<file path="src/rtl/core/ptt_pkg.sv">
// ----------------------------------------------------------------------------
// ptt_pkg
// Shared types, codes and defaults for the periodic timer table.
// ----------------------------------------------------------------------------
package ptt_pkg;

  localparam int MAX_TIMERS_DEF  = 16;
  localparam int ID_POOL_DEF     = 100;
  localparam int COUNT_WIDTH_DEF = 16;

  localparam int OP_W   = 2;
  localparam int ID_W   = 7;
  localparam int IV_W   = 16;
  localparam int KIND_W = 2;
  localparam int ST_W   = 2;

  typedef enum logic [OP_W-1:0] {
    OP_TICK   = 2'd0,
    OP_CREATE = 2'd1,
    OP_KILL   = 2'd2
  } op_t;

  typedef enum logic [KIND_W-1:0] {
    KIND_EXPIRY = 2'd0,
    KIND_CREATE = 2'd1,
    KIND_KILL   = 2'd2
  } kind_t;

  typedef enum logic [ST_W-1:0] {
    ST_OK           = 2'd0,
    ST_BAD_INTERVAL = 2'd1,
    ST_FULL         = 2'd2,
    ST_NOT_FOUND    = 2'd3
  } status_t;

  typedef struct packed {
    logic [OP_W-1:0] operation;
    logic [IV_W-1:0] interval;
    logic [ID_W-1:0] kill_id;
  } in_item_t;

  typedef struct packed {
    logic [KIND_W-1:0] kind;
    logic [ID_W-1:0]   which_timer;
    logic [ST_W-1:0]   status;
    logic              last;
  } out_item_t;

  typedef enum logic [3:0] {
    S_CLEAR,
    S_IDLE,
    S_DECODE,
    S_TICK_RD,
    S_TICK_WR,
    S_TICK_FIN,
    S_CREATE_CHK,
    S_CREATE_SCAN,
    S_CREATE_TEST,
    S_CREATE_WR,
    S_KILL_RD,
    S_KILL_CMP,
    S_KILL_SH,
    S_KILL_MV
  } state_t;

  typedef enum logic [1:0] {
    WR_NONE,
    WR_TICK,
    WR_APPEND,
    WR_MOVE
  } wr_t;

  typedef enum logic [2:0] {
    EMIT_NONE,
    EMIT_PEND_MORE,
    EMIT_PEND_LAST,
    EMIT_CREATE,
    EMIT_KILL
  } emit_t;

  typedef struct packed {
    logic    latch;
    logic    idx_inc;
    logic    id_inc;
    logic    id_rd;
    logic    id_clr;
    logic    rd_en;
    logic    rd_next;
    wr_t     wr_mode;
    logic    live_inc;
    logic    live_dec;
    logic    busy_set;
    logic    busy_clr;
    logic    pend_load;
    emit_t   emit;
    status_t res_status;
  } cmd_t;

  typedef struct packed {
    logic [OP_W-1:0] op;
    logic            interval_zero;
    logic            table_full;
    logic            idx_end;
    logic            idx_last;
    logic            id_free;
    logic            id_end;
    logic            match;
    logic            expire;
    logic            pend_valid;
  } stat_t;

endpackage

</file>
<file path="src/rtl/core/ptt_ram.sv">
// ----------------------------------------------------------------------------
// ptt_ram
// Generic simple dual-port RAM, one write and one registered read port.
// ----------------------------------------------------------------------------
module ptt_ram #(
  parameter int WIDTH = 8,
  parameter int DEPTH = 16
) (
  input  logic                     clk,
  input  logic                     wr_en,
  input  logic [$clog2(DEPTH)-1:0] wr_addr,
  input  logic [WIDTH-1:0]         wr_data,
  input  logic                     rd_en,
  input  logic [$clog2(DEPTH)-1:0] rd_addr,
  output logic [WIDTH-1:0]         rd_data
);

  logic [WIDTH-1:0] mem [DEPTH];

  always_ff @(posedge clk) begin
    if (wr_en) begin
      mem[wr_addr] <= wr_data;
    end
    if (rd_en) begin
      rd_data <= mem[rd_addr];
    end
  end

endmodule

</file>
<file path="src/rtl/core/ptt_datapath.sv">
// ----------------------------------------------------------------------------
// ptt_datapath
// Timer entry store, identifier pool, walk counters and result register.
// ----------------------------------------------------------------------------
module ptt_datapath #(
  parameter int MAX_TIMERS  = ptt_pkg::MAX_TIMERS_DEF,
  parameter int ID_POOL     = ptt_pkg::ID_POOL_DEF,
  parameter int COUNT_WIDTH = ptt_pkg::COUNT_WIDTH_DEF
) (
  input  logic               clk,
  input  logic               rst,
  input  ptt_pkg::in_item_t  request,
  input  ptt_pkg::cmd_t      cmd,
  output ptt_pkg::stat_t     stat,
  output logic               result_strobe,
  output ptt_pkg::out_item_t result
);

  localparam int IDX_W  = $clog2(MAX_TIMERS + 1);
  localparam int ADDR_W = $clog2(MAX_TIMERS);
  localparam int IDB_W  = $clog2(ID_POOL);
  localparam int CW     = COUNT_WIDTH;
  localparam int ENT_W  = ptt_pkg::ID_W + 2 * CW;
  localparam logic [CW-1:0] CNT_MAX = '1;

  ptt_pkg::in_item_t           req;
  logic [IDX_W-1:0]            idx;
  logic [IDX_W-1:0]            idx_plus;
  logic [IDX_W-1:0]            live;
  logic [ptt_pkg::ID_W-1:0]    scan_id;
  logic [ptt_pkg::ID_W-1:0]    scan_plus;
  logic                        pend_valid;
  logic [ptt_pkg::ID_W-1:0]    pend_id;

  logic                        wr_en;
  logic [ADDR_W-1:0]           wr_addr;
  logic [ENT_W-1:0]            wr_data;
  logic [ADDR_W-1:0]           rd_addr;
  logic [ENT_W-1:0]            rd_data;

  logic                        id_wr_en;
  logic [IDB_W-1:0]            id_wr_addr;
  logic                        id_wr_data;
  logic [IDB_W-1:0]            id_rd_addr;
  logic                        id_rd_data;

  logic [ptt_pkg::ID_W-1:0]    rd_ident;
  logic [CW-1:0]               rd_count;
  logic [CW-1:0]               rd_limit;
  logic [CW-1:0]               cnt_inc;
  logic [CW-1:0]               cnt_new;
  logic                        expire;
  logic [CW-1:0]               lim;

  assign idx_plus  = idx + IDX_W'(1);
  assign scan_plus = scan_id + ptt_pkg::ID_W'(1);

  assign rd_ident = rd_data[ENT_W-1 -: ptt_pkg::ID_W];
  assign rd_count = rd_data[2*CW-1 -: CW];
  assign rd_limit = rd_data[CW-1:0];

  assign cnt_inc = (rd_count != CNT_MAX) ? rd_count + CW'(1) : rd_count;
  assign expire  = (cnt_inc >= rd_limit);
  assign cnt_new = expire ? '0 : cnt_inc;

  // saturate the requested period to the count range
  always_comb begin
    if (32'(req.interval) > 32'(CNT_MAX)) begin
      lim = CNT_MAX;
    end else begin
      lim = CW'(32'(req.interval));
    end
  end

  assign rd_addr = cmd.rd_next ? idx_plus[ADDR_W-1:0] : idx[ADDR_W-1:0];
  assign wr_en   = (cmd.wr_mode != ptt_pkg::WR_NONE);
  assign wr_addr = (cmd.wr_mode == ptt_pkg::WR_APPEND) ? live[ADDR_W-1:0] : idx[ADDR_W-1:0];

  always_comb begin
    case (cmd.wr_mode)
      ptt_pkg::WR_TICK:   wr_data = {rd_ident, cnt_new, rd_limit};
      ptt_pkg::WR_APPEND: wr_data = {scan_id, {CW{1'b0}}, lim};
      ptt_pkg::WR_MOVE:   wr_data = rd_data;
      default:            wr_data = '0;
    endcase
  end

  ptt_ram #(
    .WIDTH (ENT_W),
    .DEPTH (MAX_TIMERS)
  ) u_slots (
    .clk     (clk),
    .wr_en   (wr_en),
    .wr_addr (wr_addr),
    .wr_data (wr_data),
    .rd_en   (cmd.rd_en),
    .rd_addr (rd_addr),
    .rd_data (rd_data)
  );

  // identifier busy bits, cleared by a walk after reset
  assign id_wr_en   = cmd.busy_set | cmd.busy_clr | cmd.id_clr;
  assign id_wr_addr = cmd.busy_clr ? req.kill_id[IDB_W-1:0] : scan_id[IDB_W-1:0];
  assign id_wr_data = cmd.busy_set;
  assign id_rd_addr = cmd.id_inc ? scan_plus[IDB_W-1:0] : scan_id[IDB_W-1:0];

  ptt_ram #(
    .WIDTH (1),
    .DEPTH (ID_POOL)
  ) u_idents (
    .clk     (clk),
    .wr_en   (id_wr_en),
    .wr_addr (id_wr_addr),
    .wr_data (id_wr_data),
    .rd_en   (cmd.id_rd),
    .rd_addr (id_rd_addr),
    .rd_data (id_rd_data)
  );

  always_ff @(posedge clk) begin
    if (cmd.latch) begin
      req <= request;
    end
    if (cmd.latch) begin
      idx <= '0;
    end else if (cmd.idx_inc) begin
      idx <= idx_plus;
    end
    if (cmd.pend_load) begin
      pend_id <= rd_ident;
    end
  end

  always_ff @(posedge clk) begin
    if (rst) begin
      live       <= '0;
      scan_id    <= '0;
      pend_valid <= 1'b0;
    end else begin
      if (cmd.live_inc) begin
        live <= live + IDX_W'(1);
      end else if (cmd.live_dec) begin
        live <= live - IDX_W'(1);
      end
      if (cmd.latch) begin
        scan_id <= '0;
      end else if (cmd.id_inc) begin
        scan_id <= scan_plus;
      end
      if (cmd.latch) begin
        pend_valid <= 1'b0;
      end else if (cmd.pend_load) begin
        pend_valid <= 1'b1;
      end
    end
  end

  always_ff @(posedge clk) begin
    if (rst) begin
      result_strobe <= 1'b0;
    end else begin
      result_strobe <= (cmd.emit != ptt_pkg::EMIT_NONE);
    end
  end

  always_ff @(posedge clk) begin
    case (cmd.emit)
      ptt_pkg::EMIT_PEND_MORE, ptt_pkg::EMIT_PEND_LAST: begin
        result.kind        <= ptt_pkg::KIND_EXPIRY;
        result.which_timer <= pend_id;
        result.status      <= ptt_pkg::ST_OK;
        result.last        <= (cmd.emit == ptt_pkg::EMIT_PEND_LAST);
      end
      ptt_pkg::EMIT_CREATE: begin
        result.kind        <= ptt_pkg::KIND_CREATE;
        result.which_timer <= (cmd.res_status == ptt_pkg::ST_OK) ? scan_id : '0;
        result.status      <= cmd.res_status;
        result.last        <= 1'b1;
      end
      ptt_pkg::EMIT_KILL: begin
        result.kind        <= ptt_pkg::KIND_KILL;
        result.which_timer <= req.kill_id;
        result.status      <= cmd.res_status;
        result.last        <= 1'b1;
      end
      default: begin
        result <= result;
      end
    endcase
  end

  always_comb begin
    stat.op            = req.operation;
    stat.interval_zero = (req.interval == '0);
    stat.table_full    = (live == IDX_W'(MAX_TIMERS));
    stat.idx_end       = (idx == live);
    stat.idx_last      = (idx_plus == live);
    stat.id_free       = !id_rd_data;
    stat.id_end        = (scan_id == ptt_pkg::ID_W'(ID_POOL - 1));
    stat.match         = (rd_ident == req.kill_id);
    stat.expire        = expire;
    stat.pend_valid    = pend_valid;
  end

endmodule

</file>
<file path="src/rtl/core/ptt_ctrl.sv">
// ----------------------------------------------------------------------------
// ptt_ctrl
// Sequencer for tick walks, identifier scans and kill compaction.
// ----------------------------------------------------------------------------
module ptt_ctrl (
  input  logic           clk,
  input  logic           rst,
  input  logic           start,
  input  ptt_pkg::stat_t stat,
  output ptt_pkg::cmd_t  cmd,
  output logic           busy
);

  ptt_pkg::state_t state;
  ptt_pkg::state_t state_next;

  always_ff @(posedge clk) begin
    if (rst) begin
      state <= ptt_pkg::S_CLEAR;
    end else begin
      state <= state_next;
    end
  end

  assign busy = (state != ptt_pkg::S_IDLE);

  always_comb begin
    state_next = state;
    cmd        = '0;
    cmd.wr_mode    = ptt_pkg::WR_NONE;
    cmd.emit       = ptt_pkg::EMIT_NONE;
    cmd.res_status = ptt_pkg::ST_OK;
    case (state)
      ptt_pkg::S_CLEAR: begin
        cmd.id_clr = 1'b1;
        cmd.id_inc = 1'b1;
        if (stat.id_end) begin
          state_next = ptt_pkg::S_IDLE;
        end
      end
      ptt_pkg::S_IDLE: begin
        if (start) begin
          cmd.latch  = 1'b1;
          state_next = ptt_pkg::S_DECODE;
        end
      end
      ptt_pkg::S_DECODE: begin
        case (stat.op)
          ptt_pkg::OP_TICK:   state_next = ptt_pkg::S_TICK_RD;
          ptt_pkg::OP_CREATE: state_next = ptt_pkg::S_CREATE_CHK;
          ptt_pkg::OP_KILL:   state_next = ptt_pkg::S_KILL_RD;
          default:            state_next = ptt_pkg::S_IDLE;
        endcase
      end
      ptt_pkg::S_TICK_RD: begin
        if (stat.idx_end) begin
          state_next = ptt_pkg::S_TICK_FIN;
        end else begin
          cmd.rd_en  = 1'b1;
          state_next = ptt_pkg::S_TICK_WR;
        end
      end
      ptt_pkg::S_TICK_WR: begin
        cmd.wr_mode = ptt_pkg::WR_TICK;
        cmd.idx_inc = 1'b1;
        // hold each expiry back one step so the final one can carry last
        if (stat.expire) begin
          cmd.pend_load = 1'b1;
          if (stat.pend_valid) begin
            cmd.emit = ptt_pkg::EMIT_PEND_MORE;
          end
        end
        state_next = ptt_pkg::S_TICK_RD;
      end
      ptt_pkg::S_TICK_FIN: begin
        if (stat.pend_valid) begin
          cmd.emit = ptt_pkg::EMIT_PEND_LAST;
        end
        state_next = ptt_pkg::S_IDLE;
      end
      ptt_pkg::S_CREATE_CHK: begin
        if (stat.interval_zero) begin
          cmd.emit       = ptt_pkg::EMIT_CREATE;
          cmd.res_status = ptt_pkg::ST_BAD_INTERVAL;
          state_next     = ptt_pkg::S_IDLE;
        end else if (stat.table_full) begin
          cmd.emit       = ptt_pkg::EMIT_CREATE;
          cmd.res_status = ptt_pkg::ST_FULL;
          state_next     = ptt_pkg::S_IDLE;
        end else begin
          state_next = ptt_pkg::S_CREATE_SCAN;
        end
      end
      ptt_pkg::S_CREATE_SCAN: begin
        cmd.id_rd  = 1'b1;
        state_next = ptt_pkg::S_CREATE_TEST;
      end
      ptt_pkg::S_CREATE_TEST: begin
        if (stat.id_free) begin
          state_next = ptt_pkg::S_CREATE_WR;
        end else if (stat.id_end) begin
          cmd.emit       = ptt_pkg::EMIT_CREATE;
          cmd.res_status = ptt_pkg::ST_FULL;
          state_next     = ptt_pkg::S_IDLE;
        end else begin
          cmd.id_rd  = 1'b1;
          cmd.id_inc = 1'b1;
        end
      end
      ptt_pkg::S_CREATE_WR: begin
        cmd.wr_mode    = ptt_pkg::WR_APPEND;
        cmd.busy_set   = 1'b1;
        cmd.live_inc   = 1'b1;
        cmd.emit       = ptt_pkg::EMIT_CREATE;
        cmd.res_status = ptt_pkg::ST_OK;
        state_next     = ptt_pkg::S_IDLE;
      end
      ptt_pkg::S_KILL_RD: begin
        if (stat.idx_end) begin
          cmd.emit       = ptt_pkg::EMIT_KILL;
          cmd.res_status = ptt_pkg::ST_NOT_FOUND;
          state_next     = ptt_pkg::S_IDLE;
        end else begin
          cmd.rd_en  = 1'b1;
          state_next = ptt_pkg::S_KILL_CMP;
        end
      end
      ptt_pkg::S_KILL_CMP: begin
        if (stat.match) begin
          cmd.busy_clr = 1'b1;
          state_next   = ptt_pkg::S_KILL_SH;
        end else begin
          cmd.idx_inc = 1'b1;
          state_next  = ptt_pkg::S_KILL_RD;
        end
      end
      ptt_pkg::S_KILL_SH: begin
        if (stat.idx_last) begin
          cmd.live_dec   = 1'b1;
          cmd.emit       = ptt_pkg::EMIT_KILL;
          cmd.res_status = ptt_pkg::ST_OK;
          state_next     = ptt_pkg::S_IDLE;
        end else begin
          cmd.rd_en   = 1'b1;
          cmd.rd_next = 1'b1;
          state_next  = ptt_pkg::S_KILL_MV;
        end
      end
      ptt_pkg::S_KILL_MV: begin
        cmd.wr_mode = ptt_pkg::WR_MOVE;
        cmd.idx_inc = 1'b1;
        state_next  = ptt_pkg::S_KILL_SH;
      end
      default: begin
        state_next = ptt_pkg::S_IDLE;
      end
    endcase
  end

endmodule

</file>
<file path="src/rtl/core/periodic_timer_table.sv">
// ----------------------------------------------------------------------------
// periodic_timer_table
// Ordered table of periodic timers with create, kill and tick commands.
// ----------------------------------------------------------------------------
// tick: each live entry is read, then written back; expiry beats are issued during the walk
// create: rejects a zero interval or a full table without a scan, else scans for the lowest free identifier
// kill: compares entries up to the match, then moves each later entry down one slot
// one item at a time; the entry walk and the identifier scan set the rate
// result beats last one cycle each and cannot be stalled
// synchronous reset empties the table, then busy holds while the identifier pool is cleared
module periodic_timer_table #(
  parameter int MAX_TIMERS  = ptt_pkg::MAX_TIMERS_DEF,
  parameter int ID_POOL     = ptt_pkg::ID_POOL_DEF,
  parameter int COUNT_WIDTH = ptt_pkg::COUNT_WIDTH_DEF
) (
  input  logic               clk,
  input  logic               rst,
  input  logic               start,
  output logic               busy,
  input  ptt_pkg::in_item_t  request,
  output logic               result_strobe,
  output ptt_pkg::out_item_t result
);

  ptt_pkg::cmd_t  cmd;
  ptt_pkg::stat_t stat;

  ptt_ctrl u_ctrl (
    .clk   (clk),
    .rst   (rst),
    .start (start),
    .stat  (stat),
    .cmd   (cmd),
    .busy  (busy)
  );

  ptt_datapath #(
    .MAX_TIMERS  (MAX_TIMERS),
    .ID_POOL     (ID_POOL),
    .COUNT_WIDTH (COUNT_WIDTH)
  ) u_datapath (
    .clk           (clk),
    .rst           (rst),
    .request       (request),
    .cmd           (cmd),
    .stat          (stat),
    .result_strobe (result_strobe),
    .result        (result)
  );

endmodule

</file>
<file path="config.mk">
export PLATFORM = sky130hd
export DESIGN_NAME = periodic_timer_table
export DESIGN_NICKNAME = d
export VERILOG_FILES = /design/src/rtl/core/ptt_pkg.sv /design/src/rtl/core/ptt_ram.sv /design/src/rtl/core/ptt_datapath.sv /design/src/rtl/core/ptt_ctrl.sv /design/src/rtl/core/periodic_timer_table.sv
export SDC_FILE = /design/constraint.sdc
export NUM_CORES = 1
export LEC_CHECK = 0
export BUFFER_PORTS_ARGS = -buffer_cell sky130_fd_sc_hd__buf_4
export CAP_MARGIN = 10
export CORE_UTILIZATION = 40
export DETAILED_ROUTE_END_ITERATION = 7
export GPL_TIMING_DRIVEN = 0
export SLEW_MARGIN = 20
export SYNTH_ARGS = -nofsm -noshare
export SYNTH_HDL_FRONTEND = slang
export SYNTH_HIERARCHICAL = 1
export SYNTH_SLANG_ARGS = --single-unit
</file>
<file path="constraint.sdc">
create_clock -name clk -period 6.1 [get_ports clk]
set_input_delay 0.305 -clock clk [delete_from_list [all_inputs] [get_ports clk]]
set_output_delay 0.305 -clock clk [all_outputs]
set_load 0.03 [all_outputs]
</file>
==> results.md <==
* Reg2reg path depth at 19
* Synthesized net count at 1,923
* GRT Util Overall at 0.193
* WP data arrival at 5.77 ns
* DRT antenna net count at 0
* Hold WS at 0.278 ns
* DR vias at 18,300
* Synth top area share at 0.715
* Top-count cell post-synth: edfxtp_1
* Cell Area, Placed at 36,800 um2
* RSZ-0062 raised after global routing: false
* DR WL/cell at 25.0 um
* Fraction of the mapped netlist area in adder cells at 0.00980
* # nets final at 2,134
* Slew Limit Headroom at 0.273
* TritonCTS clock tree: built
* WL met2 at 38.3 mm
* Synth area leader: edfxtp_1
* Share of cells above drive strength 1 at 0.228
* Dpl hpwl at 54.6 mm
* Ys async rst share at 0
* Maximum root-to-sink buffer count at 3
* Final period utilization at 0.880
* Seq cells post-synth at 831
* Gpl congestion at 0.857
* Minimum clock period at 5.37 ns
* Final Hold Viols at 0
* Worst setup path endpoint: u_datapath/result[3]$_DFFE_PP_
* Cell area after layout at 39,800 um2
* Startpoint types: flip-flop
* Worst R2R Start: u_datapath/u_slots/rd_data[16]$_DFFE_PP_
* Hold WC Path Type: in -> reg
* Simple-gate share of the synthesized area at 0.0593
* Core footprint at 83,800 um2
* Die Wd at 293 um
* Outcome: finished clean
* Placed instance count at 3,100
* Finish-stage setup viols at 0
* DRT met1 WL at 35.4 mm
* Placement Setup Slack at 0.652 ns
* Ys Warns at 6
* Register area share after synthesis at 0.728
* Non-filler cells, final at 3,282
* Total setup buffers inserted after CTS at 0
* Crit Path Category: reg -> reg
* Start point of the critical path: u_datapath/u_slots/rd_data[16]$_DFFE_PP_
* Achievable Freq at 0.186 GHz
* Top cells by area, synth: edfxtp_1 71%, mux4_2 12%, a22oi_1 2.0%, nor2_1 1.8%, dfxtp_1 1.4%
* Largest net degree at the start of global routing at 49
* DRC viols at 0
* Peak VDD IR at 0.210 mV
* Row count at 106
* Worst-path clk slew at 0.06 ns
* Layout Skew at 0.0421 ns
* Total Wirelength at 82.1 mm
* Final setup margin at 0.730 ns
* Crit Path Max Fanout at 10
* Top Layer Used: met4
* Top cells by count, synth: 808 x edfxtp_1, 174 x mux4_2, 160 x nor2_1
* Synth Area in Compound Gates at 0.0449
* Main synth FF type: edfxtp_1
* Worst flop-to-flop path endpoint: u_datapath/result[3]$_DFFE_PP_
* DR vias/cell at 5.59
* Port-buffer cells at 41
* Combinational family with the most area after synthesis: multiplexers
* Cts bufs inserted at 86
* Worst-Skew Late Latency at 0.66 ns
* Lkg Pwr at 11.4 nW
* Xor/xnor share of the synthesized area at 0.0114
* PwrDens at 353 nW/um2
* Diodes inserted at 0
* Max-cap violations at 0
* First-pass GRT wire length at 121 mm
* Fillers at 7,049
* DRC violation total after the first TritonRoute iteration at 1,872
* Grt total ovfl at 0
* EDFF count, synth at 808
* Metal3 WL at 6.66 mm
* Avg Cell Area, Syn at 18.2 um2
* Vias in the first global route at 18,500
* Hold depth at 5
* Actual slew at the worst max-slew pin at 1.08 ns
* CTS Root Cell: clkbuf_16
* Mux contribution to synthesized area at 0.127
* Reg2reg setup slack at 0.73 ns
* Synthesized area at 34,000 um2
* Final Util at 0.474
* Final Max Slew Viols at 0
* Initial Util at 0.405
* Synthesized instance count at 1,869
* DRT Pass-1 Iters at 6
* Initial antenna violation count at 0
* Netlist cell types at 71
* Io pins at 42
* Die Area at 86,000 um2
* Clock Sink Count at 831
* Crit path capture type: flip-flop
* Chip height at 293 um
* Synth-to-Final Area Change at 17.1%
* H-tree levels at 3
* Crit path required time at 6.50 ns
-- stage by stage --
stage	total power, mW	setup TNS [ns]
finish	14.0	0
CTS	14.2	0
global placement	9.09	-1075.09
floorplan	8.26	0
global route	14.6	0
detailed placement	9.15	0
-- power breakdown --
part	internal, mW	switching (mW)
Clock	2.83	2.19
Combinational	1.09	1.65
Sequential	6.27	0.0199
Total	10.2	3.85
-- how the worst min path moves through the flow --
stage / start / end / slack [ns]
3_5_place_dp: u_datapath/pend_valid$_SDFFE_PP0P_ / u_datapath/pend_valid$_SDFFE_PP0P_ / 0.47
4_1_cts: start / u_ctrl/state[0]$_SDFFE_PP0P_ / 0.25
5_1_grt: start / u_datapath/req[5]$_DFFE_PP_ / 0.28
6_report: start / u_ctrl/state[0]$_SDFFE_PP0P_ / 0.28
2_1_floorplan: rst / u_ctrl/state[0]$_SDFFE_PP0P_ / 0.37
3_3_place_gp: u_datapath/pend_valid$_SDFFE_PP0P_ / u_datapath/pend_valid$_SDFFE_PP0P_ / 0.46
-- cell usage in the layout, fill, tap and decap left out, types with 8 or more instances in the layout --
| cell | n |
|---|---|
| a21oi_1 | 23 |
| a22o_1 | 32 |
| a22oi_1 | 92 |
| buf_1 | 9 |
| buf_12 | 8 |
| buf_16 | 21 |
| buf_2 | 15 |
| buf_4 | 82 |
| buf_6 | 16 |
| clkbuf_1 | 69 |
| clkbuf_16 | 87 |
| clkinv_1 | 16 |
| clkinv_2 | 12 |
| dfxtp_1 | 23 |
| dlygate4sd3_1 | 26 |
| edfxtp_1 | 808 |
| ha_1 | 25 |
| inv_1 | 29 |
| mux2_2 | 17 |
| mux2i_1 | 16 |
| mux4_2 | 174 |
| nand2_1 | 98 |
| nand2b_1 | 12 |
| nand3_1 | 23 |
| nand4_1 | 15 |
| nor2_1 | 147 |
| nor2_4 | 13 |
| nor2b_1 | 26 |
| nor3_1 | 23 |
| nor4_1 | 9 |
| o21ai_0 | 14 |
| xnor2_1 | 27 |
| xor2_1 | 16 |
-- state kept, by name, summed over array words and instances (netlist names) --
signal	flops
u_datapath/u_idents/rd_data	1
u_datapath/u_idents/mem	100
u_ctrl/state	4
u_datapath/u_slots/mem	624
u_datapath/result	12
u_datapath/result_strobe	1
u_datapath/pend_id	7
u_datapath/u_slots/rd_data	39
u_datapath/idx	5
u_datapath/pend_valid	1
u_datapath/live	5
u_datapath/lim	16
u_datapath/req	7
u_datapath/scan_id	7
u_datapath/stat	2
-- area by class of cell --
cell class,count,area (um2),share of cell area
buffer,99,544,0.0137
clock buffer,112,2280,0.0574
clock inverter,44,427,0.0107
inverter,30,115,0.00289
multi-input combinational,909,8730,0.219
sequential,831,24700,0.622
tap,1134,1420,0.0357
timing repair buffer,123,1530,0.0384
-- worst max-delay path: stages, from the launching register on --
cell and delay (ns):
edfxtp_1 0.46, ha_1 0.26, nand4_1 0.13, nor4_1 0.67, nor2_1 0.20, nand4_1 0.22
xnor2_1 0.24, ha_1 0.32, a21oi_1 0.15, o21ai_0 0.10, a21oi_1 0.27, o21ai_0 0.33
buf_4 0.25, and3_1 0.28, nand2_1 0.12, nand2_1 0.10, nor3_2 0.44, nor2_1 0.27
a22oi_1 0.23, nand2_1 0.08
-- cells by family after synthesis --
group,Yosys count
flip-flops,831
AND/OR/NAND/NOR,423
multiplexers,209
AO/OA/AOI/OAI,207
buffers and inverters,129
XOR/XNOR,44
adder cells (fa/ha/maj),26
-- layer usage --
metal,vias to the layer above,GRT usage
met5,-,0
met4,0,0.0549
met3,121,0.0401
met2,702,0.302
met1,9571,0.273
li1,7948,-
-- what timing repair did --
action                                  in CTS  in global routing
resized for setup                            0                  1
hold buffers                                26                  0
endpoints found under the hold margin       32                  0
endpoints found under the setup margin       0                  7
Note: power is estimated with default switching activity, not from simulation.
